**src/sv/mcs_pkg.sv**
```systemverilog
// Package for the MIDI chord stepper: payload structs, controller state,
// command and status bundles, and fixed constants. No dependencies.
package mcs_pkg;

    // Input item and result payloads
    typedef struct packed {
        logic [1:0]  op;
        logic [7:0]  status;
        logic [6:0]  data1;
        logic [6:0]  data2;
        logic        new_chord;
        logic [15:0] sample_pos;
    } item_t;

    typedef struct packed {
        logic [7:0]  out_status;
        logic [6:0]  out_data1;
        logic [6:0]  out_data2;
        logic [15:0] out_pos;
        logic        last;
    } result_t;

    // Operation codes
    localparam logic [1:0] OP_CLEAR  = 2'd0;
    localparam logic [1:0] OP_APPEND = 2'd1;
    localparam logic [1:0] OP_MSG    = 2'd2;

    // Configuration register indexes
    localparam int         CFG_IDX_W          = 1;
    localparam logic [0:0] CFG_RELEASE_MODE   = 1'd0;
    localparam logic [0:0] CFG_VEL_SENSITIVE  = 1'd1;

    // MIDI constants
    localparam logic [7:0] ST_NOTE_ON      = 8'h90;
    localparam logic [7:0] ST_NOTE_OFF     = 8'h80;
    localparam logic [6:0] FIXED_VELOCITY  = 7'd100;

    // Note set scan: 128 notes viewed as 8 chunks of 16
    localparam int NOTE_COUNT = 128;
    localparam int CHUNK_W    = 16;
    localparam int NCHUNK     = NOTE_COUNT / CHUNK_W;
    localparam int CHUNK_SEL_W = $clog2(NCHUNK);
    localparam int CHUNK_IDX_W = $clog2(CHUNK_W);

    // Result cap per input item
    localparam int         RESULT_CAP = 16;
    localparam int         NRES_W     = $clog2(RESULT_CAP + 1);

    typedef enum logic [2:0] {
        ST_IDLE,
        ST_EXEC,
        ST_REL,
        ST_PLAY_SIZE,
        ST_PLAY_RD,
        ST_PLAY_EM,
        ST_FINISH
    } state_t;

    typedef struct packed {
        logic load_item;
        logic exec_clear;
        logic exec_append;
        logic exec_pass;
        logic set_held;
        logic clr_held;
        logic start_play;
        logic start_rel;
        logic rel_emit;
        logic rel_adv;
        logic play_emit;
        logic finish;
    } ctrl_cmd_t;

    typedef struct packed {
        logic [1:0] op;
        logic       count_zero;
        logic       is_note_on;
        logic       is_note_off;
        logic       was_empty;
        logic       held_empty_after;
        logic       can_play;
        logic       release_mode;
        logic       rel_hit;
        logic       rel_last_chunk;
        logic       n_full;
        logic       play_done;
        logic       can_push;
        logic       pend_valid;
        logic       out_free;
    } dp_status_t;

endpackage

```
**src/sv/mcs_ctrl.sv**
```systemverilog
// Controller state machine of the chord stepper.
// Depends on mcs_pkg; drives commands into mcs_dp and reads its status.
module mcs_ctrl
    import mcs_pkg::*;
(
    input  logic       aclk,
    input  logic       aresetn,
    input  logic       s_valid,
    output logic       s_ready,
    input  dp_status_t stat,
    output ctrl_cmd_t  cmd
);

    state_t state_reg, state_next;
    logic   play_after_reg, play_after_next;

    always_ff @(posedge aclk) begin
        if (!aresetn) begin
            state_reg      <= ST_IDLE;
            play_after_reg <= 1'b0;
        end else begin
            state_reg      <= state_next;
            play_after_reg <= play_after_next;
        end
    end

    // Next state
    always_comb begin
        state_next      = state_reg;
        play_after_next = play_after_reg;
        case (state_reg)
            ST_IDLE: begin
                if (s_valid) begin
                    state_next = ST_EXEC;
                end
            end
            ST_EXEC: begin
                state_next = ST_IDLE;
                case (stat.op)
                    OP_MSG: begin
                        if (stat.count_zero || !(stat.is_note_on || stat.is_note_off)) begin
                            state_next = ST_FINISH;
                        end else if (stat.is_note_on) begin
                            if (stat.was_empty && stat.can_play) begin
                                play_after_next = 1'b1;
                                state_next = stat.release_mode ? ST_REL : ST_PLAY_SIZE;
                            end
                        end else if (stat.held_empty_after && !stat.release_mode) begin
                            play_after_next = 1'b0;
                            state_next      = ST_REL;
                        end
                    end
                    default: state_next = ST_IDLE;
                endcase
            end
            ST_REL: begin
                if (stat.n_full || (!stat.rel_hit && stat.rel_last_chunk)) begin
                    state_next = play_after_reg ? ST_PLAY_SIZE : ST_FINISH;
                end
            end
            ST_PLAY_SIZE: state_next = ST_PLAY_RD;
            ST_PLAY_RD: begin
                state_next = (stat.play_done || stat.n_full) ? ST_FINISH : ST_PLAY_EM;
            end
            ST_PLAY_EM: begin
                if (stat.can_push) begin
                    state_next = ST_PLAY_RD;
                end
            end
            ST_FINISH: begin
                if (!stat.pend_valid || stat.out_free) begin
                    state_next = ST_IDLE;
                end
            end
            default: state_next = ST_IDLE;
        endcase
    end

    // Outputs
    always_comb begin
        cmd     = '0;
        s_ready = 1'b0;
        case (state_reg)
            ST_IDLE: begin
                s_ready       = 1'b1;
                cmd.load_item = s_valid;
            end
            ST_EXEC: begin
                case (stat.op)
                    OP_CLEAR:  cmd.exec_clear  = 1'b1;
                    OP_APPEND: cmd.exec_append = 1'b1;
                    OP_MSG: begin
                        if (stat.count_zero || !(stat.is_note_on || stat.is_note_off)) begin
                            cmd.exec_pass = 1'b1;
                        end else if (stat.is_note_on) begin
                            cmd.set_held = 1'b1;
                            if (stat.was_empty && stat.can_play) begin
                                cmd.start_play = 1'b1;
                                cmd.start_rel  = stat.release_mode;
                            end
                        end else begin
                            cmd.clr_held  = 1'b1;
                            cmd.start_rel = stat.held_empty_after && !stat.release_mode;
                        end
                    end
                    default: cmd = '0;
                endcase
            end
            ST_REL: begin
                if (!stat.n_full) begin
                    if (stat.rel_hit) begin
                        cmd.rel_emit = stat.can_push;
                    end else if (!stat.rel_last_chunk) begin
                        cmd.rel_adv = 1'b1;
                    end
                end
            end
            ST_PLAY_EM: cmd.play_emit = stat.can_push;
            ST_FINISH:  cmd.finish    = stat.pend_valid && stat.out_free;
            default:    cmd = '0;
        endcase
    end

endmodule

```
**config.mk**
```make
export PLATFORM = sky130hd
export DESIGN_NAME = mcs_ctrl
export DESIGN_NICKNAME = d
export VERILOG_FILES = /design/src/sv/mcs_pkg.sv /design/src/sv/mcs_ctrl.sv
export SDC_FILE = /design/constraint.sdc
export NUM_CORES = 1
export LEC_CHECK = 0
export BUFFER_PORTS_ARGS = -buffer_cell sky130_fd_sc_hd__buf_2
export CELL_PAD_IN_SITES_DETAIL_PLACEMENT = 0
export CELL_PAD_IN_SITES_GLOBAL_PLACEMENT = 1
export CORE_MARGIN = 1.5
export CORE_UTILIZATION = 23
export CTS_BUF_LIST = sky130_fd_sc_hd__clkbuf_4 sky130_fd_sc_hd__clkbuf_8 sky130_fd_sc_hd__clkbuf_16
export DETAILED_ROUTE_END_ITERATION = 12
export PLACE_DENSITY = 0.74
export SYNTH_ARGS = -nofsm -noshare
export SYNTH_HDL_FRONTEND = slang
export SYNTH_SLANG_ARGS = --single-unit
```
**constraint.sdc**
```tcl
create_clock -name aclk -period 1.6 [get_ports aclk]
set_input_delay 0.32 -clock aclk [delete_from_list [all_inputs] [get_ports aclk]]
set_output_delay 0.32 -clock aclk [all_outputs]
set_load 0.05 [all_outputs]
```
-- Yosys cells after proc, flatten, opt, wreduce, memory -nomap -nowiden
Cells that the tools add are included.
Widths: inputs -> output; s select.
- eq/ne operators: 13
- multiplexer cells: 36
- bitwise gates (word level): 1
- reduce and logical (&&, ||, !) cells: 18
- operators with widths (operator ; number):
    $mux 3 ; 8
    $pmux 3 s7 ; 1
    $mux 1 ; 18
    $mux 2 ; 6
    $eq 3x3->1 const B ; 3
    $ne 2x2->1 const B ; 4
    $mux 7 ; 1
    $eq 3x2->1 const B ; 2
    $logic_or 1x1->1 ; 5
    $mux 5 ; 1
    $reduce_and 5->1 ; 1
    $logic_and 1x1->1 ; 4
    $logic_not 1->1 ; 4
    $mux 4 ; 1
    $reduce_and 4->1 ; 1
    $eq 3x1->1 const B ; 1
    $logic_not 3->1 ; 1
    $eq 2x1->1 const B ; 1
    $eq 2x2->1 const B ; 1
    $logic_not 2->1 ; 1
    $ne 2x1->1 const B ; 1
    $reduce_bool 2->1 ; 1
    $not 1->1 ; 1
- register bits: 4
- input bits: 19
- output and inout port bits: 13
- word-level logic and storage cells: 70

-- Longest topological paths before layout
Gate-level depths: netlist of run 1.
- word-level depth: 7
- mapped depth: 5

-- Worst setup path before layout of run 1
Ideal clock, no wire load.
- path type: input to output
- start: input port stat[14] (netlist bit)
- end: output port cmd[4] (netlist bit)
- arrival: 3328 ps
- required time: 1280 ps
- path slack: -2048 ps
- cell stages on the path: 3
- buffers on the path: 0
- path through: nand3b_1 -> or3_1 -> a2111oi_0
- RTL lines (element ; line ; source):
    start: declaration ; mcs_ctrl.sv:10 ; input dp_status_t stat,
    end: declaration ; mcs_ctrl.sv:11 ; output ctrl_cmd_t cmd

==> results.toml, run 1 <==
[logic_synthesis]
synth-seq-cells = 4
synthArstFlopShare = 0
yosys-top-cells-count = "nand2b_1 (9), nor2_1 (9), dfxtp_1 (4), nand2_1 (4)"
synth.avg_cell_area_sq_um = 6.872
netlist_area_sq_um = 460.4
yosys.area.top_type_share = 0.1739
ys_top_cells_by_area = "dfxtp_1 (17%), nand2b_1 (12%), nor2_1 (7.3%)"
ys_types = 32
ys.flop_type = "dfxtp_1"
synth_edf_count = 0
syn_nets = 86
yosysWarningCount = 0
netlist_instances = 67
yosysTopAreaCell = "dfxtp_1"
synth_seq_area_share = 0.1739

[clock_tree]
clockBufferDepth = 2
hold_buffers = 0
htree_levels = 1
clock-root-buffer = "clkbuf_4"
cts_made_buffers = 3
cts_tree = "built"
insertion_delay_ns = 0.25
clkSinkCount = 4
path_clk_slew_ns = 0.04

[die]
rows = 16
fp.dieH_um = 47.74
initial_core_util = 0.2396
die_area_sq_mm = 0.002279
num_io_pins = 32
fp.dieW_um = 47.74
core-area_sq_mm = 0.001922

[timing]
rsz0062_at_grt = "true"
max_slew.worst_pin.slew_ns = 0.4881
clock-skew-final_ns = 0.008484
fmax_ghz = 0.5151
fin_crit_ns = 1.941
final_hold_viol_count = 0
setup_viol = 13
fin_crit_sh = 1.213
slew_viol_final = 0
maxSlewHeadroom = 0.6746
worst_slack_ns = -0.3415

[finish]
largest_reg_flops = 3
area_delta_synth_final_pct = 142.7
finish.instance_area_sq_mm = 0.001117
fin_cells = 146
drive_gt1_frac = 0.6555
final_net_count = 140
antenna_cells = 0

[grt]
grt_pass1_wl_um = 2415
grt_pass1_vias = 583
grt_max_degree = 12
grt_util_all_layers = 0.1520
globalRouteOverflowTotal = 0
grt_antenna_before_repair = 0

[worst_setup_path]
critPathRequiredTime_ns = 1.28
worstPathMaxFanout = 3
crit_type = "flop to output port"
setup.worst_path.end = "cmd[8]"
reg2reg_to = "play_after_reg$_SDFFE_PN0P_"
rr_startpoint = "state_reg[0]$_SDFFE_PN0P_"
critPathLaunchType = "flop"
arrival_ns = 1.62
r2r_cells = 6
endpoint_kind = "output port"
crit_path_start = "state_reg[0]$_SDFFE_PN0P_"
r2r_slack_ns = -0.08

[place]
placed_area_sq_um = 853.3
dpl.hpwl_um = 1193
place_congestion = 0.7352
dp.cells = 135
io_buffers = 31

[routing]
num_vias = 731
drtIter0Drc = 7
antenna_left = 0
wl_per_cell_um = 12.39
drcViolationCount = 0
dr.pass1.iters = 4
routed_via_density = 5.007
routed_wl_um = 1809

[power_and_ir_drop]
ir_worst_vdd_mv = 0.5936
power_density_mw_per_mm2 = 560.7
static-leakage-power_uw = 0.0004461

[hold_path]
min_path_type = "primary input to flop"

[flow_run]
max_cap_violations = 0

[run_status]
status = "complete, but fails checks"
failed_checks = "setup timing"
[power by group]
part | internal, uW | switching (uW) | total, uW | leakage [uW]
registers | 110 | 8.57 | 119 | 0.0000333
clock network | 84.2 | 46.7 | 131 | 0.0000138
logic | 183 | 194 | 377 | 0.000399
[logic make-up (layout without fill, tap and decap cells)]
logic type | after synthesis | after routing | share of synthesized area
AO/OA/AOI/OAI | 19 | 19 | 0.3180
buffers and inverters | 5 | 57 | 0.04077
flip-flops | 4 | 4 | 0.1739
AND/OR/NAND/NOR | 39 | 39 | 0.4674
[area by class of cell]
cell class	count	area (sq um)
fillers	188	804.5
multi-input cells	58	526.8
repair buffers	52	440.4
flip-flops and latches	4	82.58
well taps	27	33.78
clock buffers	3	22.52
inverters	2	11.26
[timing repair]
item | 4_1_cts | 5_1_grt
setup endpoints to repair | 13 | 15
gates resized for setup | 39 | 10
endpoints found under the hold margin | 0 | 0
cloned | 0 | 0
setup buffers | 4 | 6
pin swaps | 9 | 8
[routing by layer]
layer,wire length (um),up-vias,track usage
met5,0,-,0
met4,11,0,0.03243
met3,63,3,0.05660
met2,892,14,0.2453
met1,843,353,0.1937
li1,-,361,-
[stage by stage]
| stage | total power, uW | setup TNS [ns] | util | hold WS (ns) | worst slack [ns] |
|---|---|---|---|---|---|
| finish | 626.5 | -2.427 | 0.5814 | 0.3269 | -0.3415 |
| CTS | 591.8 | -2.252 | 0.5410 | 0.3294 | -0.3087 |
| detailed placement | 401.6 | -1.789 | 0.4440 | 0.5046 | -0.3487 |
| floorplan | 315.9 | -0.9171 | - | 0.4375 | -0.3367 |
| global placement | 399.4 | -1.818 | 0.4440 | 0.5015 | -0.3462 |
| global route | 667.9 | -3.249 | 0.5814 | 0.3363 | -0.4124 |
[cells in the final DEF, fill, tap and decap left out, types with 2 or more instances in the layout]
| cell type | netlist | layout |
|---|---|---|
| dfxtp_2 | 0 | 2 |
| nor4_4 | 0 | 2 |
| o21a_1 | 3 | 3 |
| buf_2 | 0 | 18 |
| dfxtp_1 | 4 | 2 |
| nand2b_4 | 0 | 2 |
| buf_4 | 0 | 16 |
| nor2_4 | 0 | 4 |
| o21ba_2 | 2 | 2 |
| buf_8 | 0 | 5 |
| buf_6 | 0 | 12 |
| nor2_1 | 9 | 5 |
| nand2_1 | 4 | 4 |
| nor3_4 | 0 | 2 |
| or3_4 | 0 | 2 |
| clkbuf_4 | 0 | 3 |
| a31oi_1 | 2 | 2 |
| nand2b_1 | 9 | 7 |
[worst min-delay path by stage]
stage,from,to,slack [ns],cells past startpoint
detailed placement,play_after_reg$_SDFFE_PN0P_,play_after_reg$_SDFFE_PN0P_,0.50,2
global placement,play_after_reg$_SDFFE_PN0P_,play_after_reg$_SDFFE_PN0P_,0.50,2
global route,aresetn,state_reg[1]$_SDFFE_PN0P_,0.34,2
CTS,aresetn,state_reg[1]$_SDFFE_PN0P_,0.33,2
finish,aresetn,state_reg[1]$_SDFFE_PN0P_,0.33,2
floorplan,aresetn,state_reg[1]$_SDFFE_PN0P_,0.44,1
[critical path: stages (launching register included)]
cell and delay [ns]:
dfxtp_2 0.32, nand3b_1 0.12, or3_4 0.43, buf_4 0.15, buf_6 0.12, nor2_4 0.08
buf_8 0.15
Note: power is estimated with default switching activity, not from simulation.
==> run 2: changes to the inputs <==
--- a/config.mk
+++ b/config.mk
@@ -9,10 +9,10 @@
 export CELL_PAD_IN_SITES_DETAIL_PLACEMENT = 0
 export CELL_PAD_IN_SITES_GLOBAL_PLACEMENT = 1
 export CORE_MARGIN = 1.5
-export CORE_UTILIZATION = 23
+export CORE_UTILIZATION = 27
 export CTS_BUF_LIST = sky130_fd_sc_hd__clkbuf_4 sky130_fd_sc_hd__clkbuf_8 sky130_fd_sc_hd__clkbuf_16
 export DETAILED_ROUTE_END_ITERATION = 12
-export PLACE_DENSITY = 0.74
+export PLACE_DENSITY = 0.82
 export SYNTH_ARGS = -nofsm -noshare
 export SYNTH_HDL_FRONTEND = slang
 export SYNTH_SLANG_ARGS = --single-unit
==> constraint.sdc (replaced) <==
create_clock -name aclk -period 2.4 [get_ports aclk]
set_input_delay 0.48 -clock aclk [delete_from_list [all_inputs] [get_ports aclk]]
set_output_delay 0.48 -clock aclk [all_outputs]
set_load 0.05 [all_outputs]
==> results.toml, run 2 (same netlist as run 1, synthesis figures left out) <==
[worst_setup_path]
critPathLaunchType = "primary input"
endpoint_kind = "output port"
worstPathMaxFanout = 5
r2r_slack_ns = 0.72
crit_type = "primary input to output port"
rr_startpoint = "state_reg[1]$_SDFFE_PN0P_"
r2r_cells = 4
critPathRequiredTime_ns = 1.92
arrival_ns = 1.81
reg2reg_to = "state_reg[0]$_SDFFE_PN0P_"

[timing]
setup_viol = 0
fin_crit_ns = 2.292
final_hold_viol_count = 0
max_slew.worst_pin.slew_ns = 0.3670
holdWs_ns = 0.4979
rsz0062_at_grt = "false"
fin_crit_sh = 0.9552
slew_viol_final = 0
fmax_ghz = 0.4362
maxSlewHeadroom = 0.7522
clock-skew-final_ns = 0.004629

[clock_tree]
insertion_delay_ns = 0.24
path_clk_slew_ns = 0.03
cts_tree = "built"
ctsResizeCount = 0
clkSinkCount = 4
clockBufferDepth = 2
cts_setup_buffers = 0
clock-root-buffer = "clkbuf_4"
htree_levels = 1
cts_made_buffers = 3
hold_buffers = 0

[hold_path]
min_path_type = "primary input to flop"
worstHoldStart = "aresetn"
hold_path_end = "state_reg[1]$_SDFFE_PN0P_"
hold_depth = 2

[routing]
num_vias = 618
dr.pass1.iters = 8
wl_per_cell_um = 11.13
routed_wl_um = 1302
antenna_left = 0
drtIter0Drc = 19
drcViolationCount = 2
routed_via_density = 5.282

[die]
fp.dieW_um = 44.30
num_io_pins = 32
rows = 14
fp.dieH_um = 44.30
die_area_sq_mm = 0.001962
core-area_sq_mm = 0.001559
initial_core_util = 0.2953

[finish]
largest_reg_flops = 3
fill_cells = 175
layout_commonest_cell = "buf_2"
final_net_count = 122
area_delta_synth_final_pct = 51.90
fin_cells = 117
utilization = 0.4486
antenna_cells = 0
drive_gt1_frac = 0.4455
final_cell_mix = "buf_2 (31), nor2_1 (9), nand2b_1 (9)"

[power_and_ir_drop]
static-leakage-power_uw = 0.0003148
power_uw = 312.5
power_density_mw_per_mm2 = 446.8
ir_worst_vdd_mv = 0.3509

[grt]
grt_util_all_layers = 0.1462
grt_max_degree = 15
grt_antenna_before_repair = 0
grt_pass1_wl_um = 2090
grt_pass1_vias = 514
globalRouteOverflowTotal = 0

[place]
dpl.hpwl_um = 1054
place_congestion = 0.7559
dp.cells = 114
io_buffers = 31

[run_status]
status = "complete, but fails checks"
failed_checks = "DRC"

[flow_run]
max_cap_violations = 0
-- run 2: stage by stage --
step | cell area (sq um) | setup slack [ns] | setup TNS, ns
after floorplan | 490.5 | -0.2060 | -0.2748
after global placement | 676.9 | 0.1293 | 0
after detailed placement | 676.9 | 0.1160 | 0
after CTS | 699.4 | 0.1094 | 0
after global routing | 699.4 | 0.02222 | 0
final | 699.4 | 0.1076 | 0
-- run 2: power breakdown --
group | switching, uW | internal (uW)
Combinational | 94.8 | 56.0
Clock | 27.8 | 55.9
Sequential | 5.38 | 72.5
Total | 128 | 185
-- run 2: layer usage --
layer | GRT usage | wire length (um)
met2 | 0.2176 | 631
met5 | 0 | 0
met3 | 0.06122 | 73
met4 | 0.05455 | 9
met1 | 0.1877 | 587
-- run 2: worst max-delay path by stage --
stage / slack [ns] / from / end / cells past startpoint
6_report: 0.11 / stat[14] / cmd[4] / 5
3_3_place_gp: 0.13 / stat[14] / cmd[4] / 5
5_1_grt: 0.02 / stat[14] / cmd[4] / 5
3_5_place_dp: 0.12 / stat[14] / cmd[4] / 5
4_1_cts: 0.11 / stat[14] / cmd[4] / 5
2_1_floorplan: -0.21 / stat[14] / cmd[4] / 3
-- run 2: critical path, cell delays in order --
cell and delay, ns:
buf_2 0.11, nand3b_1 0.20, or3_1 0.42, a2111oi_2 0.29, buf_2 0.31
-- run 2: cell type report --
cell class / count / area [sq um] / share of cell area
clock buffers: 3 / 22.52 / 0.03220
inverters: 2 / 7.507 / 0.01073
multi-input cells: 58 / 391.6 / 0.5599
flip-flops and latches: 4 / 80.08 / 0.1145
well taps: 16 / 20.02 / 0.02862
repair buffers: 34 / 177.7 / 0.2540
==> run 3: changes to the inputs <==
--- a/config.mk
+++ b/config.mk
@@ -9,10 +9,10 @@
 export CELL_PAD_IN_SITES_DETAIL_PLACEMENT = 0
 export CELL_PAD_IN_SITES_GLOBAL_PLACEMENT = 1
 export CORE_MARGIN = 1.5
-export CORE_UTILIZATION = 27
+export CORE_UTILIZATION = 25
 export CTS_BUF_LIST = sky130_fd_sc_hd__clkbuf_4 sky130_fd_sc_hd__clkbuf_8 sky130_fd_sc_hd__clkbuf_16
 export DETAILED_ROUTE_END_ITERATION = 12
-export PLACE_DENSITY = 0.82
+export PLACE_DENSITY = 0.76
 export SYNTH_ARGS = -nofsm -noshare
 export SYNTH_HDL_FRONTEND = slang
 export SYNTH_SLANG_ARGS = --single-unit
==> constraint.sdc (replaced) <==
create_clock -name aclk -period 2.5 [get_ports aclk]
set_input_delay 0.5 -clock aclk [delete_from_list [all_inputs] [get_ports aclk]]
set_output_delay 0.5 -clock aclk [all_outputs]
set_load 0.05 [all_outputs]
==> results.toml, run 3 (same netlist as run 1, synthesis figures left out) <==
[run_status]
status = "completed"

[place]
place_congestion = 0.7367
io_buffers = 31
dp.cells = 123
place_ws_ns = 0.1757
placed_area_sq_um = 688.2
dpl.hpwl_um = 1053

[timing]
setup_viol = 0
fin_crit_ns = 2.330
maxSlewHeadroom = 0.7876
worst_slack_ns = 0.1698
clock-skew-final_ns = 0.003410
fin_crit_sh = 0.9321
slew_viol_final = 0
final_hold_viol_count = 0
fmax_ghz = 0.4291
rsz0062_at_grt = "false"
max_slew.worst_pin.slew_ns = 0.3146

[worst_setup_path]
crit_type = "primary input to output port"
crit_chain = "buf_2, nand3b_1, or3_1, a2111oi_2, buf_2"
cp_slowest_stage_delay_ns = 0.43
critPathRequiredTime_ns = 2.00
cp_common_cell = "buf_2"
worstPathMaxFanout = 5
critPathLaunchType = "primary input"
crit_slowest_cell = "or3_1"
endpoint_kind = "output port"
arrival_ns = 1.83

[finish]
finish.instance_area_sq_um = 710.7
largest_reg_flops = 3
final_cell_mix = "buf_2 (31), nor2_1 (9), nand2b_1 (9)"
fin_cells = 126
layout_commonest_cell = "buf_2"
area_delta_synth_final_pct = 54.35
final_net_count = 122
multi_input_area_sq_um = 391.6
drive_gt1_frac = 0.4455
fill_cells = 193
antenna_cells = 0
seqCellArea_sq_um = 80.08

[power_and_ir_drop]
ir_worst_vdd_mv = 0.3304
static-leakage-power_uw = 0.0003148
power_density_mw_per_mm2 = 422.8

[clock_tree]
cts_tree = "built"
hold_buffers = 0
clockBufferDepth = 2
cts_made_buffers = 3
ctsResizeCount = 0
htree_levels = 1
cts_setup_buffers = 0
insertion_delay_ns = 0.24
clkSinkCount = 4
clock-root-buffer = "clkbuf_4"
path_clk_slew_ns = 0.03

[die]
core-area_sq_mm = 0.001727
fp.dieH_um = 45.92
num_io_pins = 32
rows = 15
die_area_sq_mm = 0.002108
initial_core_util = 0.2667
fp.dieW_um = 45.92

[routing]
antenna_left = 0
drcViolationCount = 0
dr.pass1.iters = 4
num_vias = 626
routed_via_density = 4.968
drtIter0Drc = 15
wl_per_cell_um = 10.46
routed_wl_um = 1318

[flow_run]
max_cap_violations = 0

[hold_path]
min_path_type = "flop to flop"

[grt]
grt_util_all_layers = 0.1387
grt_max_degree = 16
globalRouteOverflowTotal = 0
grt_antenna_before_repair = 0
grt_pass1_wl_um = 2173
grt_pass1_vias = 519
## run 3: cell counts in the layout (fill, tap and decap cells not counted)
No cell type changed its count.
## run 3: power by group
| part | leakage, uW | internal [uW] | switching, uW |
|---|---|---|---|
| Combinational | 0.000268 | 53.9 | 91.3 |
| Sequential | 0.0000326 | 69.6 | 5.15 |
| Clock | 0.0000138 | 53.7 | 26.8 |
## run 3: final cells by class
cell class,count,share of cell area
multi-input cells,58,0.5511
clock buffers,3,0.03169
flip-flops and latches,4,0.1127
repair buffers,34,0.2500
well taps,25,0.04401
inverters,2,0.01056
## run 3: worst paths after layout
| kind | from | end | slack (ns) | depth (start not counted) |
|---|---|---|---|---|
| worst min register to register | play_after_reg$_SDFFE_PN0P_ | play_after_reg$_SDFFE_PN0P_ | 0.51 | 2 |
| worst min-delay path | play_after_reg$_SDFFE_PN0P_ | play_after_reg$_SDFFE_PN0P_ | 0.51 | 2 |
| worst max-delay path | stat[14] | cmd[4] | 0.17 | 5 |
| worst max register to register | state_reg[0]$_SDFFE_PN0P_ | state_reg[0]$_SDFFE_PN0P_ | 0.94 | 4 |
## run 3: metrics by stage
stage / utilization / TNS, ns / hold slack [ns] / power, uW
after floorplan: - / -0.1548 / 0.4627 / 174.2
after global placement: 0.3986 / 0 / 0.5117 / 220.8
after detailed placement: 0.3986 / 0 / 0.5104 / 221.0
after CTS: 0.4116 / 0 / 0.5155 / 304.2
after global routing: 0.4116 / 0 / 0.5388 / 323.7
final: 0.4116 / 0 / 0.5138 / 300.5
## run 3: worst max-delay path, delay by kind of cell
kind	cells	cell delay, ns
buf+inv	2	0.42
compound gates	1	0.29
simple gates	2	0.62
## run 3: metal layers
metal  track usage  share of wire  vias to the layer above
met3       0.04762          0.052                        0
met1        0.1976           0.48                      287
met5             0              0                        -
li1              -              -                      323
met4             0              0                        0
met2        0.2139           0.47                       16
